<file path="config.mk">
export PLATFORM = sky130hd
export DESIGN_NAME = unique_prefix_name_matcher_core
export DESIGN_NICKNAME = d
export VERILOG_FILES = /design/src/rtl/upnm_pkg.sv /design/src/rtl/upnm_name_ram.sv /design/src/rtl/upnm_query.sv /design/src/rtl/upnm_scan.sv /design/src/rtl/unique_prefix_name_matcher_core.sv
export SDC_FILE = /design/constraint.sdc
export NUM_CORES = 2
export LEC_CHECK = 0
export ABC_CLOCK_PERIOD_IN_PS = 13100
export BUFFER_PORTS_ARGS = -buffer_cell sky130_fd_sc_hd__buf_2
export CAP_MARGIN = 40
export CORE_MARGIN = 3
export CORE_UTILIZATION = 50
export DETAILED_ROUTE_END_ITERATION = 10
export PLACE_DENSITY_LB_ADDON = 0.15
export SKIP_LAST_GASP = 1
export SYNTH_ARGS = -nofsm -noshare
export SYNTH_HDL_FRONTEND = slang
export SYNTH_SLANG_ARGS = --single-unit
export TNS_END_PERCENT = 50
</file>
<file path="constraint.sdc">
create_clock -name i_clk -period 13.1 [get_ports i_clk]
set_input_delay 2.62 -clock i_clk [delete_from_list [all_inputs] [get_ports i_clk]]
set_output_delay 2.62 -clock i_clk [all_outputs]
set_load 0.01 [all_outputs]
</file>
<file path="src/rtl/upnm_pkg.sv">
package upnm_pkg;

    // field widths of the configuration word and of the item and result beats
    localparam int CFG_W  = 6;
    localparam int IDX_W  = 5;
    localparam int POS_W  = 4;
    localparam int CHAR_W = 8;
    localparam int STAT_W = 2;

    // default sizes handed down from the top level
    localparam int DEF_TABLE_DEPTH = 32;
    localparam int DEF_NAME_LEN    = 16;

    // characters with a meaning of their own
    localparam logic [CHAR_W-1:0] CHAR_NUL   = 8'h00;
    localparam logic [CHAR_W-1:0] CHAR_SPACE = 8'h20;

    // action codes
    localparam logic ACT_NAME_WR  = 1'b0;
    localparam logic ACT_QUERY_WR = 1'b1;

    // match status codes
    localparam logic [STAT_W-1:0] ST_EXACT     = 2'd0;
    localparam logic [STAT_W-1:0] ST_PARTIAL   = 2'd1;
    localparam logic [STAT_W-1:0] ST_NOTFOUND  = 2'd2;
    localparam logic [STAT_W-1:0] ST_NOTUNIQUE = 2'd3;

    // one input beat
    typedef struct packed {
        logic              action;
        logic [IDX_W-1:0]  entry_index;
        logic [POS_W-1:0]  char_position;
        logic [CHAR_W-1:0] char_value;
        logic              query_last;
    } t_in_item;

    // one result beat
    typedef struct packed {
        logic [STAT_W-1:0] match_status;
        logic [IDX_W-1:0]  match_index;
    } t_result;

    // scan status toward the top level
    typedef struct packed {
        logic    busy;
        logic    done;
        t_result res;
    } t_scan_stat;

endpackage

</file>
<file path="src/rtl/upnm_name_ram.sv">
module upnm_name_ram #(
    parameter int TABLE_DEPTH = upnm_pkg::DEF_TABLE_DEPTH,
    parameter int NAME_LEN    = upnm_pkg::DEF_NAME_LEN
) (
    input  logic                                          i_clk,
    input  logic                                          i_wr_en,
    input  logic [((TABLE_DEPTH > 1) ? $clog2(TABLE_DEPTH) : 1)-1:0] i_wr_addr,
    input  logic [$clog2(NAME_LEN)-1:0]                   i_wr_pos,
    input  logic [upnm_pkg::CHAR_W-1:0]                   i_wr_char,
    input  logic                                          i_rd_en,
    input  logic [((TABLE_DEPTH > 1) ? $clog2(TABLE_DEPTH) : 1)-1:0] i_rd_addr,
    output logic [NAME_LEN-1:0][upnm_pkg::CHAR_W-1:0]     o_rd_data
);

    // one row per name, written one character at a time
    logic [NAME_LEN-1:0][upnm_pkg::CHAR_W-1:0] r_mem [TABLE_DEPTH];
    logic [NAME_LEN-1:0][upnm_pkg::CHAR_W-1:0] r_rd_data;

    // byte write port
    always_ff @(posedge i_clk) begin
        if (i_wr_en) begin
            r_mem[i_wr_addr][i_wr_pos] <= i_wr_char;
        end
    end

    // row read port, registered data
    always_ff @(posedge i_clk) begin
        if (i_rd_en) begin
            r_rd_data <= r_mem[i_rd_addr];
        end
    end

    assign o_rd_data = r_rd_data;

endmodule

</file>
<file path="src/rtl/upnm_query.sv">
module upnm_query #(
    parameter int NAME_LEN = upnm_pkg::DEF_NAME_LEN
) (
    input  logic                                      i_clk,
    input  logic                                      i_rst_n,
    input  logic                                      i_append,
    input  logic [upnm_pkg::CHAR_W-1:0]               i_char,
    input  logic                                      i_clear,
    output logic [NAME_LEN-1:0][upnm_pkg::CHAR_W-1:0] o_qbuf,
    output logic [NAME_LEN-1:0]                       o_qmask,
    output logic                                      o_overflow
);

    localparam int QPW = $clog2(NAME_LEN);
    localparam int QLW = $clog2(NAME_LEN + 1);
    localparam logic [QLW-1:0] LEN_MAX = QLW'(NAME_LEN);

    logic [NAME_LEN-1:0][upnm_pkg::CHAR_W-1:0] r_qbuf;
    logic [QLW-1:0]                            r_qlen;
    logic                                      r_qovf;

    // length and overflow flag; a beat taken in the result cycle starts the next query
    always_ff @(posedge i_clk) begin
        if (!i_rst_n) begin
            r_qlen <= '0;
            r_qovf <= 1'b0;
        end else if (i_clear) begin
            r_qlen <= i_append ? QLW'(1) : '0;
            r_qovf <= 1'b0;
        end else if (i_append) begin
            if (r_qlen < LEN_MAX) begin
                r_qlen <= r_qlen + 1'b1;
            end else begin
                r_qovf <= 1'b1;
            end
        end
    end

    // character store, extra characters dropped
    always_ff @(posedge i_clk) begin
        if (i_append && i_clear) begin
            r_qbuf[0] <= i_char;
        end else if (i_append && (r_qlen < LEN_MAX)) begin
            r_qbuf[r_qlen[QPW-1:0]] <= i_char;
        end
    end

    // positions that take part in the compare: below the length and before a nul
    always_comb begin : mask_build
        logic v_run;
        v_run = 1'b1;
        for (int i = 0; i < NAME_LEN; i++) begin
            v_run = v_run && (QLW'(i) < r_qlen) && (r_qbuf[i] != upnm_pkg::CHAR_NUL);
            o_qmask[i] = v_run;
        end
    end

    assign o_qbuf     = r_qbuf;
    assign o_overflow = r_qovf;

endmodule

</file>
<file path="src/rtl/upnm_scan.sv">
module upnm_scan #(
    parameter int TABLE_DEPTH = upnm_pkg::DEF_TABLE_DEPTH,
    parameter int NAME_LEN    = upnm_pkg::DEF_NAME_LEN
) (
    input  logic                                          i_clk,
    input  logic                                          i_rst_n,
    input  logic                                          i_go,
    input  logic [upnm_pkg::CFG_W-1:0]                    i_entries,
    input  logic                                          i_overflow,
    input  logic [NAME_LEN-1:0][upnm_pkg::CHAR_W-1:0]     i_qbuf,
    input  logic [NAME_LEN-1:0]                           i_qmask,
    output logic                                          o_rd_en,
    output logic [((TABLE_DEPTH > 1) ? $clog2(TABLE_DEPTH) : 1)-1:0] o_rd_addr,
    input  logic [NAME_LEN-1:0][upnm_pkg::CHAR_W-1:0]     i_rd_data,
    output upnm_pkg::t_scan_stat                          o_stat
);

    localparam int AW  = (TABLE_DEPTH > 1) ? $clog2(TABLE_DEPTH) : 1;
    localparam int DW  = $clog2(TABLE_DEPTH + 1);
    localparam int CW  = (DW > upnm_pkg::CFG_W) ? DW : upnm_pkg::CFG_W;
    localparam int IW  = upnm_pkg::IDX_W;
    localparam int CHW = upnm_pkg::CHAR_W;
    localparam logic [CW-1:0] DEPTH_C = CW'(TABLE_DEPTH);

    localparam logic S_IDLE = 1'b0;
    localparam logic S_RUN  = 1'b1;

    logic              r_state, n_state;
    logic [CW-1:0]     r_limit, n_limit;
    logic [CW-1:0]     r_cnt, n_cnt;
    logic              r_pend, n_pend;
    logic [AW-1:0]     r_pidx, n_pidx;
    logic [1:0]        r_found, n_found;
    logic [AW-1:0]     r_first, n_first;
    logic              r_done, n_done;
    upnm_pkg::t_result r_res, n_res;

    logic [NAME_LEN-1:0] w_sel;
    logic [CHW-1:0]      w_next;
    logic                w_mism;
    logic                w_empty;
    logic                w_term;
    logic                w_hit_exact;
    logic                w_hit_partial;

    // compare the row just read against the query
    always_comb begin
        w_mism = 1'b0;
        w_next = upnm_pkg::CHAR_NUL;
        for (int i = 0; i < NAME_LEN; i++) begin
            w_sel[i] = ((i == 0) ? 1'b1 : i_qmask[(i == 0) ? 0 : i - 1]) && !i_qmask[i];
            w_mism   = w_mism || (i_qmask[i] && (i_qbuf[i] != i_rd_data[i]));
            w_next   = w_next | (w_sel[i] ? i_rd_data[i] : upnm_pkg::CHAR_NUL);
        end
    end

    assign w_empty       = (i_rd_data[0] == upnm_pkg::CHAR_NUL);
    assign w_term        = (w_next == upnm_pkg::CHAR_NUL) || (w_next == upnm_pkg::CHAR_SPACE);
    assign w_hit_exact   = r_pend && !w_empty && !w_mism && w_term;
    assign w_hit_partial = r_pend && !w_empty && !w_mism && !w_term;

    // scan sequencer: one row read per cycle, compare in the cycle after the read
    always_comb begin
        n_state   = r_state;
        n_limit   = r_limit;
        n_cnt     = r_cnt;
        n_pend    = r_pend;
        n_pidx    = r_pidx;
        n_found   = r_found;
        n_first   = r_first;
        n_done    = 1'b0;
        n_res     = r_res;
        o_rd_en   = 1'b0;
        o_rd_addr = r_cnt[AW-1:0];
        unique case (r_state)
            S_IDLE: begin
                if (i_go) begin
                    n_state = S_RUN;
                    n_cnt   = '0;
                    n_pend  = 1'b0;
                    n_found = 2'd0;
                    n_first = '0;
                    n_limit = (CW'(i_entries) > DEPTH_C) ? DEPTH_C : CW'(i_entries);
                end
            end
            S_RUN: begin
                if (i_overflow) begin
                    n_state                = S_IDLE;
                    n_pend                 = 1'b0;
                    n_done                 = 1'b1;
                    n_res.match_status     = upnm_pkg::ST_NOTFOUND;
                    n_res.match_index      = '0;
                end else if (w_hit_exact) begin
                    n_state                = S_IDLE;
                    n_pend                 = 1'b0;
                    n_done                 = 1'b1;
                    n_res.match_status     = upnm_pkg::ST_EXACT;
                    n_res.match_index      = IW'(r_pidx);
                end else if (!r_pend && (r_cnt >= r_limit)) begin
                    n_state = S_IDLE;
                    n_done  = 1'b1;
                    case (r_found)
                        2'd0: begin
                            n_res.match_status = upnm_pkg::ST_NOTFOUND;
                            n_res.match_index  = '0;
                        end
                        2'd1: begin
                            n_res.match_status = upnm_pkg::ST_PARTIAL;
                            n_res.match_index  = IW'(r_first);
                        end
                        default: begin
                            n_res.match_status = upnm_pkg::ST_NOTUNIQUE;
                            n_res.match_index  = '0;
                        end
                    endcase
                end else begin
                    // count partial hits, saturating at two
                    if (w_hit_partial) begin
                        if (r_found == 2'd0) begin
                            n_first = r_pidx;
                        end
                        if (r_found != 2'd2) begin
                            n_found = r_found + 2'd1;
                        end
                    end
                    // issue the next row read
                    if (r_cnt < r_limit) begin
                        o_rd_en = 1'b1;
                        n_pend  = 1'b1;
                        n_pidx  = r_cnt[AW-1:0];
                        n_cnt   = r_cnt + 1'b1;
                    end else begin
                        n_pend = 1'b0;
                    end
                end
            end
            default: begin
                n_state = S_IDLE;
            end
        endcase
    end

    // control registers
    always_ff @(posedge i_clk) begin
        if (!i_rst_n) begin
            r_state <= S_IDLE;
            r_pend  <= 1'b0;
            r_done  <= 1'b0;
            r_cnt   <= '0;
            r_limit <= '0;
            r_found <= 2'd0;
        end else begin
            r_state <= n_state;
            r_pend  <= n_pend;
            r_done  <= n_done;
            r_cnt   <= n_cnt;
            r_limit <= n_limit;
            r_found <= n_found;
        end
    end

    // payload registers
    always_ff @(posedge i_clk) begin
        r_pidx  <= n_pidx;
        r_first <= n_first;
        r_res   <= n_res;
    end

    assign o_stat.busy = (r_state != S_IDLE);
    assign o_stat.done = r_done;
    assign o_stat.res  = r_res;

endmodule

</file>
<file path="src/rtl/unique_prefix_name_matcher_core.sv">
// Unique-prefix name matcher.
// Input beats are taken when start is high and busy is low. Action 0 writes one
// character of a table name into the name memory; action 1 appends one query
// character. Action 1 with query_last starts a search
// over entries 0 .. min(entries_in_use, TABLE_DEPTH)-1 of the name memory.
// The search reads one whole name row per cycle from the memory's single read
// port, and busy stays high while it runs; the result beat shows on o_result
// with o_result_valid high for one cycle. The search stops early on an exact
// hit or an overlong query. busy is low again in the result cycle.
// The receiver cannot stall: the result beat is there for that one cycle only.
// The configuration channel (i_cfg_valid, o_cfg_ready, i_cfg_data) sets
// entries_in_use and is always ready; write it only while the block is idle.
// Reset clears the query length, the overflow flag, entries_in_use and the
// search control; the name memory holds no defined value until written.
module unique_prefix_name_matcher_core #(
    parameter int TABLE_DEPTH = upnm_pkg::DEF_TABLE_DEPTH,
    parameter int NAME_LEN    = upnm_pkg::DEF_NAME_LEN
) (
    input  logic                         i_clk,
    input  logic                         i_rst_n,
    input  logic                         start,
    output logic                         busy,
    input  upnm_pkg::t_in_item           i_item,
    output logic                         o_result_valid,
    output upnm_pkg::t_result            o_result,
    input  logic                         i_cfg_valid,
    output logic                         o_cfg_ready,
    input  logic [upnm_pkg::CFG_W-1:0]   i_cfg_data
);

    localparam int AW  = (TABLE_DEPTH > 1) ? $clog2(TABLE_DEPTH) : 1;
    localparam int QPW = $clog2(NAME_LEN);

    logic [upnm_pkg::CFG_W-1:0]                r_entries;
    logic                                      w_accept;
    logic                                      w_name_wr;
    logic                                      w_append;
    logic                                      w_go;
    logic [NAME_LEN-1:0][upnm_pkg::CHAR_W-1:0] w_qbuf;
    logic [NAME_LEN-1:0]                       w_qmask;
    logic                                      w_qovf;
    logic                                      w_rd_en;
    logic [AW-1:0]                             w_rd_addr;
    logic [NAME_LEN-1:0][upnm_pkg::CHAR_W-1:0] w_rd_data;
    upnm_pkg::t_scan_stat                      w_stat;

    // configuration register
    assign o_cfg_ready = 1'b1;

    always_ff @(posedge i_clk) begin
        if (!i_rst_n) begin
            r_entries <= '0;
        end else if (i_cfg_valid && o_cfg_ready) begin
            r_entries <= i_cfg_data;
        end
    end

    // input beat decode
    assign w_accept  = start && !busy;
    assign w_name_wr = w_accept && (i_item.action == upnm_pkg::ACT_NAME_WR)
                       && (32'(i_item.entry_index) < TABLE_DEPTH)
                       && (32'(i_item.char_position) < NAME_LEN);
    assign w_append  = w_accept && (i_item.action == upnm_pkg::ACT_QUERY_WR);
    assign w_go      = w_append && i_item.query_last;

    upnm_name_ram #(
        .TABLE_DEPTH (TABLE_DEPTH),
        .NAME_LEN    (NAME_LEN)
    ) u_name_ram (
        .i_clk     (i_clk),
        .i_wr_en   (w_name_wr),
        .i_wr_addr (AW'(i_item.entry_index)),
        .i_wr_pos  (QPW'(i_item.char_position)),
        .i_wr_char (i_item.char_value),
        .i_rd_en   (w_rd_en),
        .i_rd_addr (w_rd_addr),
        .o_rd_data (w_rd_data)
    );

    upnm_query #(
        .NAME_LEN (NAME_LEN)
    ) u_query (
        .i_clk      (i_clk),
        .i_rst_n    (i_rst_n),
        .i_append   (w_append),
        .i_char     (i_item.char_value),
        .i_clear    (w_stat.done),
        .o_qbuf     (w_qbuf),
        .o_qmask    (w_qmask),
        .o_overflow (w_qovf)
    );

    upnm_scan #(
        .TABLE_DEPTH (TABLE_DEPTH),
        .NAME_LEN    (NAME_LEN)
    ) u_scan (
        .i_clk      (i_clk),
        .i_rst_n    (i_rst_n),
        .i_go       (w_go),
        .i_entries  (r_entries),
        .i_overflow (w_qovf),
        .i_qbuf     (w_qbuf),
        .i_qmask    (w_qmask),
        .o_rd_en    (w_rd_en),
        .o_rd_addr  (w_rd_addr),
        .i_rd_data  (w_rd_data),
        .o_stat     (w_stat)
    );

    // handshake and result beat
    assign busy           = w_stat.busy;
    assign o_result_valid = w_stat.done;
    assign o_result       = w_stat.res;

endmodule
</file>
==> results.md <==
* Status: finished clean
* Syn Area/Cell at between 20 and 25 um2
* Final WL at 420.7 mm
* Worst Hold Class: flop to flop
* Initial core utilization at between 50% and 60%
* Ys Warns at 0
* Row Count at between 200 and 250
* Critical Path Source Type: flop
* Total CTS buffers at between 400 and 500
* Highest net fanout along the worst path at 46
* Synth cell types at 64
* Final #Nets at 7,716
* Fin crit share at about half
* Synthesized area at 169,400 um2
* Max_slew headroom at around 16%
* Multi-input gate area at approximately 36,000 um2
* Pint at 22,910 uW
* Routed Antenna Nets at 0
* Yosys reg bits at about 4.4k
* Leak Pwr at about 0.057 uW
* WL per Instance at 33.50 um
* Tightest Pin Transition at 1.254 ns
* FMAX at approximately 160 MHz
* Clock Tree Root: clkbuf_16
* Number of max-cap violations at 0
* Combinational share of power at between 1 and 1.5%
* Main synth FF type: edfxtp_1
* Total grt overflow at 0
* Cells after synthesis at roughly 7.3k
* DR vias at a little under 80k
* Crit path required time at 13.70 ns
* Sw Share at 19.76%
* Sequential area share after synthesis at 77.80%
* Pwr per Cell Area at 149.0 nW/um2
* CTS clock-pin slew for the worst setup and hold paths at 0.06 ns
* Critical path type: flop to flop
* RSZ-0062 raised after global routing: no
* CP arrival at 6.98 ns
* Starting DRT DRC Count at 9,025
* TritonCTS clock tree: built
* Drt drc at 0
* Clk network pwr share at 44.5%
* CTS H-Tree Depth at 5
* Max Transition Viols Final at 0
* Setup TNS at 0 ns
* Number of global-route vias before repair at 79.72k
* Vias per cell at ~6.2
* Filler cell count in the final layout at 24.36k
* Placed Cells at 11.74k
* CP endpoint kind: flop
* Port-buffer cells at 37
* Post-DP HPWL at 250.0 mm
* Reg area at around 130,000 um2
* Net Count, Synth at ~7.4k
* Initial antenna violation count at 21
* Hold-fix buffers, CTS at 0
* Core ar. at 336,900 um2
* Seq pwr share at 54.2%
* Period minus WS final at 6.379 ns
* EDFF count, synth at about 4.4k
* Ys async rst share at 0%
* GPL Wtd Cong at between 0.8 and 0.9
* Area delta synth->final at 13.07%
* Cts repair resizes at 0
* Total track usage at between 20% and 30%
* Clock Latency Late Sink at 0.97 ns
* Setup-failing EPs final at 0
* Largest net degree at the start of global routing at roughly 190
* Sw Pwr at 5639 uW
* Final hold violation count at 0
* Top Ports at 39
* Layout Cells excl Fill at 12.56k
* DIE AREA at around 350,000 um2
* CTS Buffer Depth at 4
* Global-route wire length before repair at 605.5 mm
* VDD IR max at between 0.1 and 0.15 mV
* Setup skew after layout at 0.04490 ns
* Die Span Y at 588.0 um
* Share of post-route cells with drive strength above 1 at 30.34%
* Die Wd at 588.0 um
* Final Util at 56.85%
* Setup Buffers After CTS at 0
* 1st-pass router iterations at 6
* Sinks on Clock Net at 4,398
-- layer usage --
metal / vias up / wire length, um / part of all wire (%) / global-route usage (%)
li1: 31700 / - / - / -
met1: 42260 / 169600 / 40 / 34.93
met2: 3221 / 209000 / 50 / 39.52
met3: 536 / 31410 / 7.5 / 4.142
met4: 0 / 10760 / 2.6 / 6.140
met5: - / 0 / 0 / 0
-- layout by cell type (no fill, tap or decap), types with 53 or more instances in the layout --
cell,instances
buf_4,210
bufinv_16,53
clkbuf_1,67
clkbuf_16,453
clkinv_1,85
clkinv_2,93
edfxtp_1,4369
mux2_2,130
mux4_2,1280
nand2_1,53
nor2_1,564
xnor2_1,115
-- synthesized netlist by cell type (5+ instances only) --
master	n	area, um2
dfxtp_1	29	580.6
and2_1	16	100.1
or3_1	8	50.05
nor3b_1	8	60.06
edfxtp_1	4369	131200
mux2_2	130	1464
nor4_1	51	319.1
a31oi_1	6	37.54
a211oi_1	5	37.54
mux2i_1	7	70.07
or4_1	9	67.56
clkbuf_1	287	1077
nor2b_1	5	31.28
a21oi_1	34	170.2
buf_1	104	390.4
nor3_1	24	120.1
xnor2_1	115	1007
nand3_1	14	70.07
inv_1	18	67.56
nand4_1	28	175.2
mux4_2	1280	28830
xor2_1	14	122.6
nand2_1	86	322.8
ha_1	16	200.2
o21ai_0	8	40.04
and3_1	5	31.28
buf_2	6	30.03
o211ai_1	10	75.07
nor2_1	565	2121
-- cell families after synthesis --
family / Yosys count / share of synthesized area [%]
flip-flops: 4398 / 77.80
multiplexers: 1417 / 17.93
AND/OR/NAND/NOR: 835 / 2.136
buffers and inverters: 419 / 0.9441
XOR/XNOR: 129 / 0.6671
AO/OA/AOI/OAI: 100 / 0.4041
adder cells (fa/ha/maj): 16 / 0.1182
other: 1 / 0.002214
-- through the flow --
step | worst slack (ns) | total power [uW] | hold WS [ns] | cell area (um2)
global placement | 6.225 | 16120 | 0.4476 | 175200
floorplan | 7.556 | 15810 | 0.4323 | 169400
finish | 6.721 | 28540 | 0.4550 | 191500
global route | 6.511 | 29330 | 0.4728 | 191500
detailed placement | 6.850 | 16140 | 0.4489 | 176800
CTS | 6.797 | 28760 | 0.4576 | 191400
-- final timing paths --
path / from / to / slack (ns) / cells after the start
worst max-delay path: u_query.r_qlen[1] / u_name_ram.o_rd_data[33] / 6.72 / 13
worst max register to register: u_query.r_qlen[1] / u_name_ram.o_rd_data[33] / 6.72 / 13
worst min register to register: u_scan.r_limit[5] / u_scan.r_limit[5] / 0.46 / 2
worst min-delay path: u_scan.r_limit[5] / u_scan.r_limit[5] / 0.46 / 2
-- critical path, cell delays in order (launching register included) --
cell	delay, ns
dfxtp_1	0.86
nor3_1	0.27
buf_4	0.24
a32oi_1	0.56
nand3_1	0.36
nor4_4	0.61
o211ai_1	0.45
o211ai_2	0.37
nor2_2	0.25
or3_1	0.60
inv_6	0.37
buf_16	0.32
buf_4	0.29
buf_16	0.29
-- layout make-up --
class | instances | area share, %
flip-flops and latches | 4398 | 68.82
multi-input cells | 2498 | 18.86
clock buffers | 526 | 6.094
well taps | 4515 | 2.950
repair buffers | 312 | 1.697
clock inverters | 288 | 1.538
inverters | 18 | 0.03789
diodes | 6 | 0.007840
-- state kept, by name, summed over array words and instances (netlist names) --
register	count
u_name_ram.r_mem	4096
u_name_ram.o_rd_data	128
u_query.o_qbuf	128
u_scan.o_stat	7
r_entries	6
u_scan.r_cnt	6
u_scan.r_limit	6
u_query.r_qlen	5
u_scan.r_first	5
u_scan.r_pidx	5
u_scan.r_found	2
u_query.o_overflow	1
u_scan.r_done	1
u_scan.r_pend	1
u_scan.r_state	1
-- power groups by stage --
| stage | sequential [uW] | combinational [uW] | clock [uW] |
|---|---|---|---|
| 6_report | 15500 | 362 | 12700 |
| 5_1_grt | 15500 | 386 | 13500 |
| 4_1_cts | 15500 | 369 | 12900 |
| 3_5_place_dp | 15800 | 370 | 0 |
| 3_3_place_gp | 15800 | 344 | 0 |
| 2_1_floorplan | 15800 | 35.4 | 0 |
No activity file was read; power rests on OpenSTA's default activity.
